$ cat src/hdl/tsp_pkg.sv
package tsp_pkg;

    // Transport packet geometry
    localparam int PACKET_BYTES = 188;
    localparam int HEADER_BYTES = 4;
    localparam logic [7:0] PKT_END_POS = 8'(PACKET_BYTES);
    localparam logic [7:0] HDR_END_POS = 8'(HEADER_BYTES);

    localparam logic [7:0] SYNC_MARK    = 8'h47;
    localparam logic [7:0] POINTER_BYTE = 8'h00;
    localparam logic [7:0] PAD_BYTE     = 8'hff;

    // APB register map
    localparam int ADDR_W = 5;
    localparam int DATA_W = 32;

    typedef enum logic [2:0] {
        REG_ERROR    = 3'd0,
        REG_PRIORITY = 3'd1,
        REG_SCRAMBLE = 3'd2,
        REG_ADAPT    = 3'd3,
        REG_START_CC = 3'd4
    } t_reg_idx;

    // Header fields taken from configuration
    typedef struct packed {
        logic       error_ind;
        logic       prio_bit;
        logic [1:0] scrambling;
        logic [1:0] adaptation;
    } t_cfg;

    // Source of the byte appended to the packet
    typedef enum logic [1:0] {
        SEL_INPUT   = 2'd0,
        SEL_HELD    = 2'd1,
        SEL_POINTER = 2'd2,
        SEL_PAD     = 2'd3
    } t_byte_sel;

    // Controller to datapath
    typedef struct packed {
        logic      accept;
        logic      put;
        t_byte_sel sel;
        logic      header;
        logic      closing;
        logic      end_section;
    } t_cmd;

    // Datapath to controller
    typedef struct packed {
        logic pos_zero;
        logic pkt_full_next;
        logic slot_free;
        logic first;
        logic held_last;
    } t_stat;

endpackage

$ cat src/hdl/tsp_cfg.sv
module tsp_cfg (
    input  logic                       i_clk,
    input  logic                       i_rst_n,
    input  logic                       psel,
    input  logic                       penable,
    input  logic                       pwrite,
    input  logic [tsp_pkg::ADDR_W-1:0] paddr,
    input  logic [tsp_pkg::DATA_W-1:0] pwdata,
    output logic [tsp_pkg::DATA_W-1:0] prdata,
    output logic                       pready,
    output tsp_pkg::t_cfg              o_cfg,
    output logic                       o_cc_load,
    output logic [3:0]                 o_cc_value
);
    import tsp_pkg::*;

    t_cfg       r_cfg;
    logic [3:0] r_start_cc;
    logic       wr_en;
    t_reg_idx   idx;

    assign pready = 1'b1;
    assign wr_en  = psel && penable && pwrite;
    assign idx    = t_reg_idx'(paddr[ADDR_W-1:2]);

    // Register writes
    always_ff @(posedge i_clk) begin
        if (!i_rst_n) begin
            r_cfg.error_ind  <= 1'b0;
            r_cfg.prio_bit   <= 1'b0;
            r_cfg.scrambling <= 2'd0;
            r_cfg.adaptation <= 2'd1;
            r_start_cc       <= 4'd0;
        end else if (wr_en) begin
            unique case (idx)
                REG_ERROR:    r_cfg.error_ind  <= pwdata[0];
                REG_PRIORITY: r_cfg.prio_bit   <= pwdata[0];
                REG_SCRAMBLE: r_cfg.scrambling <= pwdata[1:0];
                REG_ADAPT:    r_cfg.adaptation <= pwdata[1:0];
                REG_START_CC: r_start_cc       <= pwdata[3:0];
                default: ;
            endcase
        end
    end

    // Read-back
    always_comb begin
        prdata = '0;
        unique case (idx)
            REG_ERROR:    prdata = DATA_W'(r_cfg.error_ind);
            REG_PRIORITY: prdata = DATA_W'(r_cfg.prio_bit);
            REG_SCRAMBLE: prdata = DATA_W'(r_cfg.scrambling);
            REG_ADAPT:    prdata = DATA_W'(r_cfg.adaptation);
            REG_START_CC: prdata = DATA_W'(r_start_cc);
            default:      prdata = '0;
        endcase
    end

    // Writing the start value also reloads the continuity counter
    assign o_cfg      = r_cfg;
    assign o_cc_load  = wr_en && (idx == REG_START_CC);
    assign o_cc_value = pwdata[3:0];

endmodule

$ cat src/hdl/tsp_ctrl.sv
module tsp_ctrl (
    input  logic           i_clk,
    input  logic           i_rst_n,
    input  logic           i_s_tvalid,
    input  logic           i_s_tlast,
    output logic           o_s_tready,
    input  tsp_pkg::t_stat i_stat,
    output tsp_pkg::t_cmd  o_cmd
);
    import tsp_pkg::*;

    typedef enum logic [4:0] {
        S_IDLE = 5'b00001,
        S_HDR  = 5'b00010,
        S_PTR  = 5'b00100,
        S_DATA = 5'b01000,
        S_PAD  = 5'b10000
    } t_state;

    t_state r_state, n_state;
    logic   acc;

    assign o_s_tready = (r_state == S_IDLE) && i_stat.slot_free;
    assign acc        = o_s_tready && i_s_tvalid;

    always_ff @(posedge i_clk) begin
        if (!i_rst_n) r_state <= S_IDLE;
        else          r_state <= n_state;
    end

    // Sequencing: header, pointer byte, data byte, padding
    always_comb begin
        n_state           = r_state;
        o_cmd.accept      = 1'b0;
        o_cmd.put         = 1'b0;
        o_cmd.sel         = SEL_INPUT;
        o_cmd.header      = 1'b0;
        o_cmd.closing     = 1'b0;
        o_cmd.end_section = 1'b0;
        unique case (r_state)
            S_IDLE: begin
                o_cmd.accept = acc;
                if (acc) begin
                    if (i_stat.pos_zero) begin
                        n_state = S_HDR;
                    end else begin
                        // mid-packet byte goes straight in
                        o_cmd.put         = 1'b1;
                        o_cmd.sel         = SEL_INPUT;
                        o_cmd.closing     = i_s_tlast;
                        o_cmd.end_section = i_s_tlast;
                        if (i_s_tlast && !i_stat.pkt_full_next) n_state = S_PAD;
                    end
                end
            end
            S_HDR: begin
                if (i_stat.slot_free) begin
                    o_cmd.header = 1'b1;
                    n_state      = i_stat.first ? S_PTR : S_DATA;
                end
            end
            S_PTR: begin
                // pointer byte never completes a word
                o_cmd.put = 1'b1;
                o_cmd.sel = SEL_POINTER;
                n_state   = S_DATA;
            end
            S_DATA: begin
                if (i_stat.slot_free) begin
                    o_cmd.put         = 1'b1;
                    o_cmd.sel         = SEL_HELD;
                    o_cmd.closing     = i_stat.held_last;
                    o_cmd.end_section = i_stat.held_last;
                    if (i_stat.held_last && !i_stat.pkt_full_next) n_state = S_PAD;
                    else                                           n_state = S_IDLE;
                end
            end
            S_PAD: begin
                if (i_stat.slot_free) begin
                    o_cmd.put     = 1'b1;
                    o_cmd.sel     = SEL_PAD;
                    o_cmd.closing = 1'b1;
                    if (i_stat.pkt_full_next) n_state = S_IDLE;
                end
            end
            default: n_state = S_IDLE;
        endcase
    end

endmodule

$ cat src/hdl/tsp_dpath.sv
module tsp_dpath (
    input  logic          i_clk,
    input  logic          i_rst_n,
    input  tsp_pkg::t_cmd i_cmd,
    input  tsp_pkg::t_cfg i_cfg,
    input  logic          i_cc_load,
    input  logic [3:0]    i_cc_value,
    input  logic [7:0]    i_s_tdata,
    input  logic          i_s_tlast,
    input  logic [12:0]   i_s_tuser,
    input  logic          i_m_tready,
    output tsp_pkg::t_stat o_stat,
    output logic          o_m_tvalid,
    output logic [31:0]   o_m_tdata,
    output logic          o_m_tlast,
    output logic [0:0]    o_m_tuser
);
    import tsp_pkg::*;

    logic [7:0]  r_pos;
    logic [23:0] r_asm;
    logic [3:0]  r_cc;
    logic        r_in_sec;
    logic [12:0] r_pid;
    logic        r_first;
    logic [7:0]  r_byte;
    logic        r_last;
    logic        r_ovalid;
    logic [31:0] r_oword;
    logic        r_opend;
    logic        r_osend;

    logic [7:0]  put_byte;
    logic [7:0]  pos_inc;
    logic        word_done;
    logic        pend;
    logic        slot_free;
    logic        load;
    logic [31:0] hdr_word;

    assign pos_inc   = r_pos + 8'd1;
    assign word_done = (pos_inc[1:0] == 2'd0);
    assign pend      = (pos_inc == PKT_END_POS);
    assign slot_free = !r_ovalid || i_m_tready;
    assign load      = i_cmd.header || (i_cmd.put && word_done);

    // Byte source
    always_comb begin
        case (i_cmd.sel)
            SEL_INPUT:   put_byte = i_s_tdata;
            SEL_HELD:    put_byte = r_byte;
            SEL_POINTER: put_byte = POINTER_BYTE;
            SEL_PAD:     put_byte = PAD_BYTE;
            default:     put_byte = PAD_BYTE;
        endcase
    end

    assign hdr_word = {SYNC_MARK,
                       i_cfg.error_ind, r_first, i_cfg.prio_bit, r_pid[12:8],
                       r_pid[7:0],
                       i_cfg.scrambling, i_cfg.adaptation, r_cc};

    // Section state and held item
    always_ff @(posedge i_clk) begin
        if (!i_rst_n) begin
            r_in_sec <= 1'b0;
        end else if (i_cmd.end_section) begin
            r_in_sec <= 1'b0;
        end else if (i_cmd.accept) begin
            r_in_sec <= 1'b1;
        end
    end

    always_ff @(posedge i_clk) begin
        if (i_cmd.accept) begin
            r_byte  <= i_s_tdata;
            r_last  <= i_s_tlast;
            r_first <= !r_in_sec;
            if (!r_in_sec) r_pid <= i_s_tuser;
        end
    end

    // Packet position and word assembly
    always_ff @(posedge i_clk) begin
        if (!i_rst_n) begin
            r_pos <= '0;
            r_asm <= '0;
        end else if (i_cmd.header) begin
            r_pos <= HDR_END_POS;
            r_asm <= '0;
        end else if (i_cmd.put) begin
            if (word_done) begin
                r_pos <= pend ? 8'd0 : pos_inc;
                r_asm <= '0;
            end else begin
                r_pos <= pos_inc;
                r_asm <= {r_asm[15:0], put_byte};
            end
        end
    end

    // Continuity counter, advanced per header when adaptation code is odd
    always_ff @(posedge i_clk) begin
        if (!i_rst_n) begin
            r_cc <= 4'd0;
        end else if (i_cc_load) begin
            r_cc <= i_cc_value;
        end else if (i_cmd.header && i_cfg.adaptation[0]) begin
            r_cc <= r_cc + 4'd1;
        end
    end

    // Output register
    always_ff @(posedge i_clk) begin
        if (!i_rst_n) begin
            r_ovalid <= 1'b0;
        end else if (load) begin
            r_ovalid <= 1'b1;
        end else if (i_m_tready) begin
            r_ovalid <= 1'b0;
        end
    end

    always_ff @(posedge i_clk) begin
        if (load) begin
            if (i_cmd.header) begin
                r_oword <= hdr_word;
                r_opend <= 1'b0;
                r_osend <= 1'b0;
            end else begin
                r_oword <= {r_asm, put_byte};
                r_opend <= pend;
                r_osend <= pend && i_cmd.closing;
            end
        end
    end

    assign o_m_tvalid = r_ovalid;
    assign o_m_tdata  = r_oword;
    assign o_m_tlast  = r_opend;
    assign o_m_tuser  = r_osend;

    assign o_stat.pos_zero      = (r_pos == 8'd0);
    assign o_stat.pkt_full_next = pend;
    assign o_stat.slot_free     = slot_free;
    assign o_stat.first         = r_first;
    assign o_stat.held_last     = r_last;

endmodule

$ cat src/hdl/ts_section_packetizer.sv
// Channel   Dir  Handshake                Payload
// s_        in   i_s_tvalid/o_s_tready    tdata[7:0] byte, tlast last, tuser[12:0] pid
// m_        out  o_m_tvalid/i_m_tready    tdata[31:0] word, tlast packet end, tuser section end
// apb       in   psel/penable/pready      5 registers at byte address 4*i
//
// A byte inside an open packet is accepted and put in the same cycle while the
// output is free. A packet's first byte is accepted, the header word loaded, on
// a section's first packet the pointer byte put, then the byte, in order in the
// single byte lane of the sequencer. After a section's last byte, padding runs
// one byte a cycle while the output is free, to the end of the packet, with no
// item accepted. Reset is synchronous; a stall holds all but the pointer step.
module ts_section_packetizer (
    input  logic                       i_clk,
    input  logic                       i_rst_n,
    input  logic                       i_s_tvalid,
    output logic                       o_s_tready,
    input  logic [7:0]                 i_s_tdata,  // [7:0] section_byte
    input  logic                       i_s_tlast,
    input  logic [12:0]                i_s_tuser,  // [12:0] pid
    output logic                       o_m_tvalid,
    input  logic                       i_m_tready,
    output logic [31:0]                o_m_tdata,  // [31:0] out_word
    output logic                       o_m_tlast,
    output logic [0:0]                 o_m_tuser,  // [0] section_end
    input  logic                       psel,
    input  logic                       penable,
    input  logic                       pwrite,
    input  logic [tsp_pkg::ADDR_W-1:0] paddr,
    input  logic [tsp_pkg::DATA_W-1:0] pwdata,
    output logic [tsp_pkg::DATA_W-1:0] prdata,
    output logic                       pready
);
    import tsp_pkg::*;

    t_cfg       cfg;
    logic       cc_load;
    logic [3:0] cc_value;
    t_cmd       cmd;
    t_stat      stat;

    tsp_cfg u_cfg (
        .i_clk      (i_clk),
        .i_rst_n    (i_rst_n),
        .psel       (psel),
        .penable    (penable),
        .pwrite     (pwrite),
        .paddr      (paddr),
        .pwdata     (pwdata),
        .prdata     (prdata),
        .pready     (pready),
        .o_cfg      (cfg),
        .o_cc_load  (cc_load),
        .o_cc_value (cc_value)
    );

    tsp_ctrl u_ctrl (
        .i_clk      (i_clk),
        .i_rst_n    (i_rst_n),
        .i_s_tvalid (i_s_tvalid),
        .i_s_tlast  (i_s_tlast),
        .o_s_tready (o_s_tready),
        .i_stat     (stat),
        .o_cmd      (cmd)
    );

    tsp_dpath u_dpath (
        .i_clk      (i_clk),
        .i_rst_n    (i_rst_n),
        .i_cmd      (cmd),
        .i_cfg      (cfg),
        .i_cc_load  (cc_load),
        .i_cc_value (cc_value),
        .i_s_tdata  (i_s_tdata),
        .i_s_tlast  (i_s_tlast),
        .i_s_tuser  (i_s_tuser),
        .i_m_tready (i_m_tready),
        .o_stat     (stat),
        .o_m_tvalid (o_m_tvalid),
        .o_m_tdata  (o_m_tdata),
        .o_m_tlast  (o_m_tlast),
        .o_m_tuser  (o_m_tuser)
    );

endmodule

$ cat config.mk
export PLATFORM = sky130hd
export DESIGN_NAME = ts_section_packetizer
export DESIGN_NICKNAME = d
export VERILOG_FILES = /design/src/hdl/tsp_pkg.sv /design/src/hdl/tsp_cfg.sv /design/src/hdl/tsp_ctrl.sv /design/src/hdl/tsp_dpath.sv /design/src/hdl/ts_section_packetizer.sv
export SDC_FILE = /design/constraint.sdc
export NUM_CORES = 1
export LEC_CHECK = 0
export BUFFER_PORTS_ARGS = -buffer_cell sky130_fd_sc_hd__buf_2
export CAP_MARGIN = 20
export CORE_UTILIZATION = 45
export DETAILED_ROUTE_END_ITERATION = 6
export PLACE_DENSITY = 0.8
export SLEW_MARGIN = 10
export SYNTH_ARGS = -nofsm -noshare
export SYNTH_HDL_FRONTEND = slang
export SYNTH_SLANG_ARGS = --single-unit
$ cat constraint.sdc
create_clock -name i_clk -period 2.3 [get_ports i_clk]
set_input_delay 0.345 -clock i_clk [delete_from_list [all_inputs] [get_ports i_clk]]
set_output_delay 0.345 -clock i_clk [all_outputs]
set_load 0.02 [all_outputs]
### Yosys cells after proc, flatten, opt, wreduce, memory -nomap -nowiden

Cells that the tools add are included.

* output and inout bits: 69
* latch bits: 0
* memory bits (read-only): 0
* memories kept: 0
* logic and storage cells: 109
* register bits: 110
* memory bits (writable): 0
* input bits: 66

* mux-type cells: 35
* multipliers: 0
* shift-type cells: 0
* reductions and logical operators: 31
* divide/modulo/power cells: 0
* order comparisons: 0
* bitwise logic cells: 2
* add/subtract/negate cells: 2
* equal/unequal tests: 19

Operators with widths (count)
* 2-to-1 mux 24 bit: 2
* 2-to-1 mux 5 bit: 8
* one-hot mux 8 bit (4 select lines): 1
* one-hot mux 5 bit (5 select lines): 1
* one-hot mux 4 bit (5 select lines): 1
* 2-to-1 mux 3 bit: 6
* 2-to-1 mux 8 bit: 2
* 2-to-1 mux 4 bit: 3
* one-hot mux 3 bit (4 select lines): 1
* AND reduction 2 bit: 6
* logical AND 1 bit: 10
* inequality test 2 x 1 -> 1 bit, second input constant: 5
* adder 8 x 1 -> 8 bit, second input constant: 1
* equality test 8 bit, second input constant: 1
* zero test 8 bit: 1
* equality test 3 x 2 -> 1 bit, second input constant: 2
* 2-to-1 mux 2 bit: 3
* AND reduction 6 bit: 1
* nonzero test 2 bit: 3
* equality test 5 x 1 -> 1 bit, second input constant: 1
* equality test 5 x 2 -> 1 bit, second input constant: 1
* equality test 5 x 3 -> 1 bit, second input constant: 1
* equality test 5 x 4 -> 1 bit, second input constant: 1
* equality test 5 bit, second input constant: 1
* other kinds (15): 26

### Logic depth before layout (Yosys ltp)

* depth in word-level cells: 9
* mapped depth: 9
* depth with buffers taken out: 7

### By module

From an unflattened synthesis, not the netlist that was laid out.

* cell total of the unflattened synthesis: 511
* area, all modules: 5336.4 µm²

By module, submodules not included
* tsp_dpath: area an instance 3973.8 µm², cells an instance 346, seq. area each 2472.4 µm², instances 1
* tsp_cfg: area an instance 807.0 µm², cells an instance 94, seq. area each 200.2 µm², instances 1
* tsp_ctrl: area an instance 555.5 µm², cells an instance 71, seq. area each 100.1 µm², instances 1

### Worst setup path after synthesis

Ideal clock, no wire load.

* path kind: reg-to-reg
* start: reg u_ctrl.r_state[3]
* end: reg u_dpath.r_oword[0], in the netlist u_dpath.o_m_tdata[0] (enable)
* path slack: -0.049 ns
* period minus slack after synthesis: 2.349 ns
* data arrival time: 1.957 ns
* cell stages (with the launch flop): 8
* buffers on the path: 1
* setup time: 0.392 ns
* required time: 1.908 ns
* cell sequence: dfxtp_1 -> buf_2 -> nor2b_1 -> nand4_1 -> nor2_2 -> a21o_1 -> nand2_1 -> nand2_1

* longest elaborated chain between the ends: 7

RTL lines
* start, declared: RTL line tsp_ctrl.sv:20 `t_state r_state, n_state;`
* start signal, assigned: RTL line tsp_ctrl.sv:28 `else r_state <= n_state;`
* equality test 5 x 1 -> 1 bit: RTL line tsp_ctrl.sv:23, tsp_ctrl.sv:40
* logical AND 1 bit: RTL line tsp_ctrl.sv:23 `assign o_s_tready = (r_state == S_IDLE) && i_stat.slot_free;`
* logical AND 1 bit: RTL line tsp_ctrl.sv:24 `assign acc = o_s_tready && i_s_tvalid;`
* 2-to-1 mux 3 bit: RTL line tsp_ctrl.sv:43 `if (acc) begin`
* one-hot mux 3 bit (4 select lines): RTL line tsp_ctrl.sv:40 `unique case (r_state)`
* logical AND 1 bit: RTL line tsp_dpath.sv:45 `assign load = i_cmd.header || (i_cmd.put && word_done);`
* logical OR 1 bit *: RTL line tsp_dpath.sv:45
* net u_dpath.load: RTL line tsp_dpath.sv:38 `logic load;`
* end signal, assigned: RTL line tsp_dpath.sv:127 `r_oword <= hdr_word;`
* end signal, assigned: RTL line tsp_dpath.sv:131 `r_oword <= {r_asm, put_byte};`
* end, declared: RTL line tsp_dpath.sv:29 `logic [31:0] r_oword;`

The timed path passes the listed nets; every way through them passes the cells marked *.
A chain may end at the register's enable or synchronous reset.

### Worst setup path after layout

* start: reg u_dpath.r_pos[0]
* end: reg u_dpath.r_pos[7]

* longest elaborated chain between the ends: 4

RTL lines
* start, declared: RTL line tsp_dpath.sv:20 `logic [7:0] r_pos;`
* start signal, assigned: RTL line tsp_dpath.sv:93 `r_pos <= pend ? 8'd0 : pos_inc;`
* start signal, assigned: RTL line tsp_dpath.sv:96 `r_pos <= pos_inc;`
* adder 8 x 1 -> 8 bit or zero test 8 bit (tied branches): RTL line tsp_dpath.sv:41, tsp_dpath.sv:143
* equality test 8 bit or 2-to-1 mux 3 bit (tied branches): RTL line tsp_dpath.sv:43, tsp_ctrl.sv:44
* 2-to-1 mux 8 bit or 2-to-1 mux 3 bit (tied branches): RTL line tsp_dpath.sv:93, tsp_ctrl.sv:43
* 2-to-1 mux 8 bit or one-hot mux 3 bit (4 select lines) (tied branches): RTL line tsp_dpath.sv:92, tsp_ctrl.sv:40

Several ways; a longest one is shown, not always the timed one.

==> flow_summary.toml <==
[sta]
min_period_ps = 2181
fin_ws_ps = 118.8
setup_viol = 0
slew_violations = 0
hold_ws_ps = 156.7
finalSetupTns_ps = 0
final.period_utilization = 0.9484
hold_violations = 0
max_freq_mhz = 458.5
finClkSkew_ps = 12.35

[floorplan]
core_area_um2 = 11030
die_x_um = 109.4
die_area_um2 = 11970
io_pins = 135
rows = 38
start_util = 0.4705
fp.dieH_um = 109.4

[worst_setup_path]
critPathKind = "register to register"
reg2regPathDepth = 7
r2r_start = "u_dpath.r_pos[0]"
reg2reg_slack_ps = 120
rr_endpoint = "u_dpath.r_pos[7]"
crit_end = "u_dpath.r_pos[7]"
cp.arrival_ps = 2470
cp_max_fo = 10
cp-start-kind = "register"
crit_required_ps = 2590
worst_setup_path_end_kind = "register"
crit_start = "u_dpath.r_pos[0]"

[clock_tree]
clk_latency_ps = 360
cts_buffers = 9
clk_pin_slew_worst_paths_ps = 90
root_buffer = "clkbuf_16"
cts_resized = 0
cts_sinks = 110
post_cts_buffers = 0
htreeDepth = 3
clockBufferDepth = 2
cts_hold_buf = 0
cts_tree = "built"

[logic_synthesis]
synth.distinct_cells = 65
ys_seq_area_frac = 0.5342
synth_area_um2 = 5190
synthCells = 528
synthFlopType = "edfxtp_1"
avgSynthCellArea_um2 = 9.830
synth_edf_count = 57
synthArstFlopShare = 0
synth-seq-cells = 110
yosys_warnings = 0

[placed_design]
place_hpwl_mm = 7.981
dp.cells = 732
globalplace.congestion = 0.8802
place_ws_ps = 10.82
portBuffers = 75

[routing]
drt_iter0_drc = 313
num_vias = 4071
drc = 0
vias_per_cell = 5.443
wl_per_cell_um = 15.05
antenna_left = 0
wirelength_mm = 11.26
dr.pass1.iters = 5

[grt]
antenna_found_initial = 0
gr-usage-all-layers = 0.1966
grt_start_max_net_pins = 33
grt_first_pass_wirelength_mm = 18.03
grt_pass1_vias = 3808
grt.overflow.total = 0

[pwr]
p_per_area_nw_per_um2 = 885.5
max-vdd-ir-drop_mv = 0.5742
power.leakage_uw = 0.002340

[final_layout]
area_delta_synth_final_pct = 15.16
nets = 673
instances_no_fill = 748
final_layout_size_suffix_gt1_frac = 0.2270
final_util = 0.5419
insertedDiodeCount = 0

[worst_hold_path]
hp-class = "input port to register"

[status]
outcome = "finished, final reports clean"

[job]
max_cap_viol_count = 0
==> routing by layer <==
metal / wire length, um / vias to the layer above / GRT usage / share of wire
met5: 0 / - / 0 / 0
met4: 161 / 0 / 0.06857 / 0.014
met3: 730 / 16 / 0.03853 / 0.065
met2: 5744 / 148 / 0.3338 / 0.51
met1: 4620 / 1942 / 0.2499 / 0.41
li1: - / 1965 / - / -
==> cell families (layout without fill, tap and decap cells) <==
group	Yosys count	after routing	synth area share
DFF	110	110	0.5342
xor gates and xnor gates	4	4	0.006751
and+or+nand+nor	209	209	0.1979
muxes	7	7	0.01615
AOI/OAI and AO/OA	125	125	0.1550
other	2	29	0.001447
buffers and inverters	67	120	0.07883
adders and majority gates	4	4	0.009644
==> power by group <==
part	leakage (uW)	total (uW)	internal (uW)	switching [uW]
clock network	0.000151	1570	784	790
logic	0.00123	1220	419	801
registers	0.000957	2500	2380	121
==> per-stage QoR <==
step	instance area [um2]	power, uW
final	5977	5292
after global routing	5977	5532
after CTS	5956	5288
after detailed placement	5644	3751
after global placement	5644	3703
after floorplan	5294	3385
==> Yosys cell counts, drive strengths merged (9+ instances only) <==
master | number | area, um2
dfxtp | 53 | 1061
edfxtp | 57 | 1712
nand3b | 16 | 120.1
o21ai | 24 | 120.1
nand2 | 104 | 392.9
nand3 | 12 | 60.06
buf | 43 | 299.0
a31oi | 10 | 62.56
nor2 | 27 | 106.4
clkbuf | 15 | 76.33
a21bo | 9 | 90.09
a21oi | 52 | 264.0
==> cell usage in the layout, fill, tap and decap left out, types with 3 or more instances in the layout <==
| cell type | n |
|---|---|
| nand4_1 | 4 |
| nor3_1 | 4 |
| mux2i_1 | 5 |
| a211o_1 | 8 |
| o21a_1 | 4 |
| a21bo_2 | 9 |
| nand3b_1 | 16 |
| a21boi_0 | 4 |
| ha_1 | 3 |
| a31oi_1 | 10 |
| a21oi_1 | 51 |
| and2_1 | 6 |
| or3_1 | 3 |
| inv_1 | 8 |
| buf_4 | 17 |
| conb_1 | 29 |
| nand2b_1 | 7 |
| nand3_1 | 12 |
| buf_2 | 75 |
| nand2_1 | 102 |
| edfxtp_1 | 57 |
| o21ai_0 | 24 |
| nor2_1 | 25 |
| dfxtp_1 | 52 |
| or4_1 | 3 |
| and3_1 | 6 |
| clkbuf_16 | 9 |
==> cell type report <==
class                      instances  area, um2
fill                             950       5054
sequential                       110       2774
multi-input combinational        378       2128
timing repair buffer              95      554.3
clock buffer                       9      225.2
tap                              140      175.2
clock inverter                     7      86.33
inverter                           9      33.78
==> flip-flops by register name (all words and copies together), names as in the netlist <==
name / count
u_dpath.r_pos: 8
u_dpath.r_in_sec: 1
u_dpath.o_m_tdata: 32
u_dpath.r_first: 1
u_cfg.o_cfg: 6
u_dpath.r_pid: 13
u_cfg.r_start_cc: 4
u_dpath.r_cc: 4
u_dpath.o_m_tlast: 1
u_dpath.r_asm: 24
u_dpath.r_byte: 8
u_dpath.r_last: 1
u_ctrl.r_state: 5
u_dpath.o_m_tvalid: 1
u_dpath.o_m_tuser: 1
==> critical path: stages, from the launching register on <==
cell	delay, ps
dfxtp_1	380
ha_2	260
and3_1	200
mux2i_1	260
o32ai_4	210
and2_4	190
or4_1	460
a21oi_1	150
==> worst min path at each step <==
stage / from / depth (start not counted) / slack, ps / endpoint
after CTS: i_s_tuser[6] / 1 / 160 / u_dpath.r_pid[6]
after global routing: i_s_tuser[11] / 1 / 150 / u_dpath.r_pid[11]
after global placement: u_dpath.r_asm[21] / 2 / 440 / u_dpath.r_asm[21]
final: i_s_tuser[6] / 1 / 160 / u_dpath.r_pid[6]
after detailed placement: u_dpath.r_asm[21] / 2 / 440 / u_dpath.r_asm[21]
after floorplan: u_dpath.r_asm[16] / 2 / 420 / u_dpath.r_asm[16]
Power figures use the tool's default switching activity.
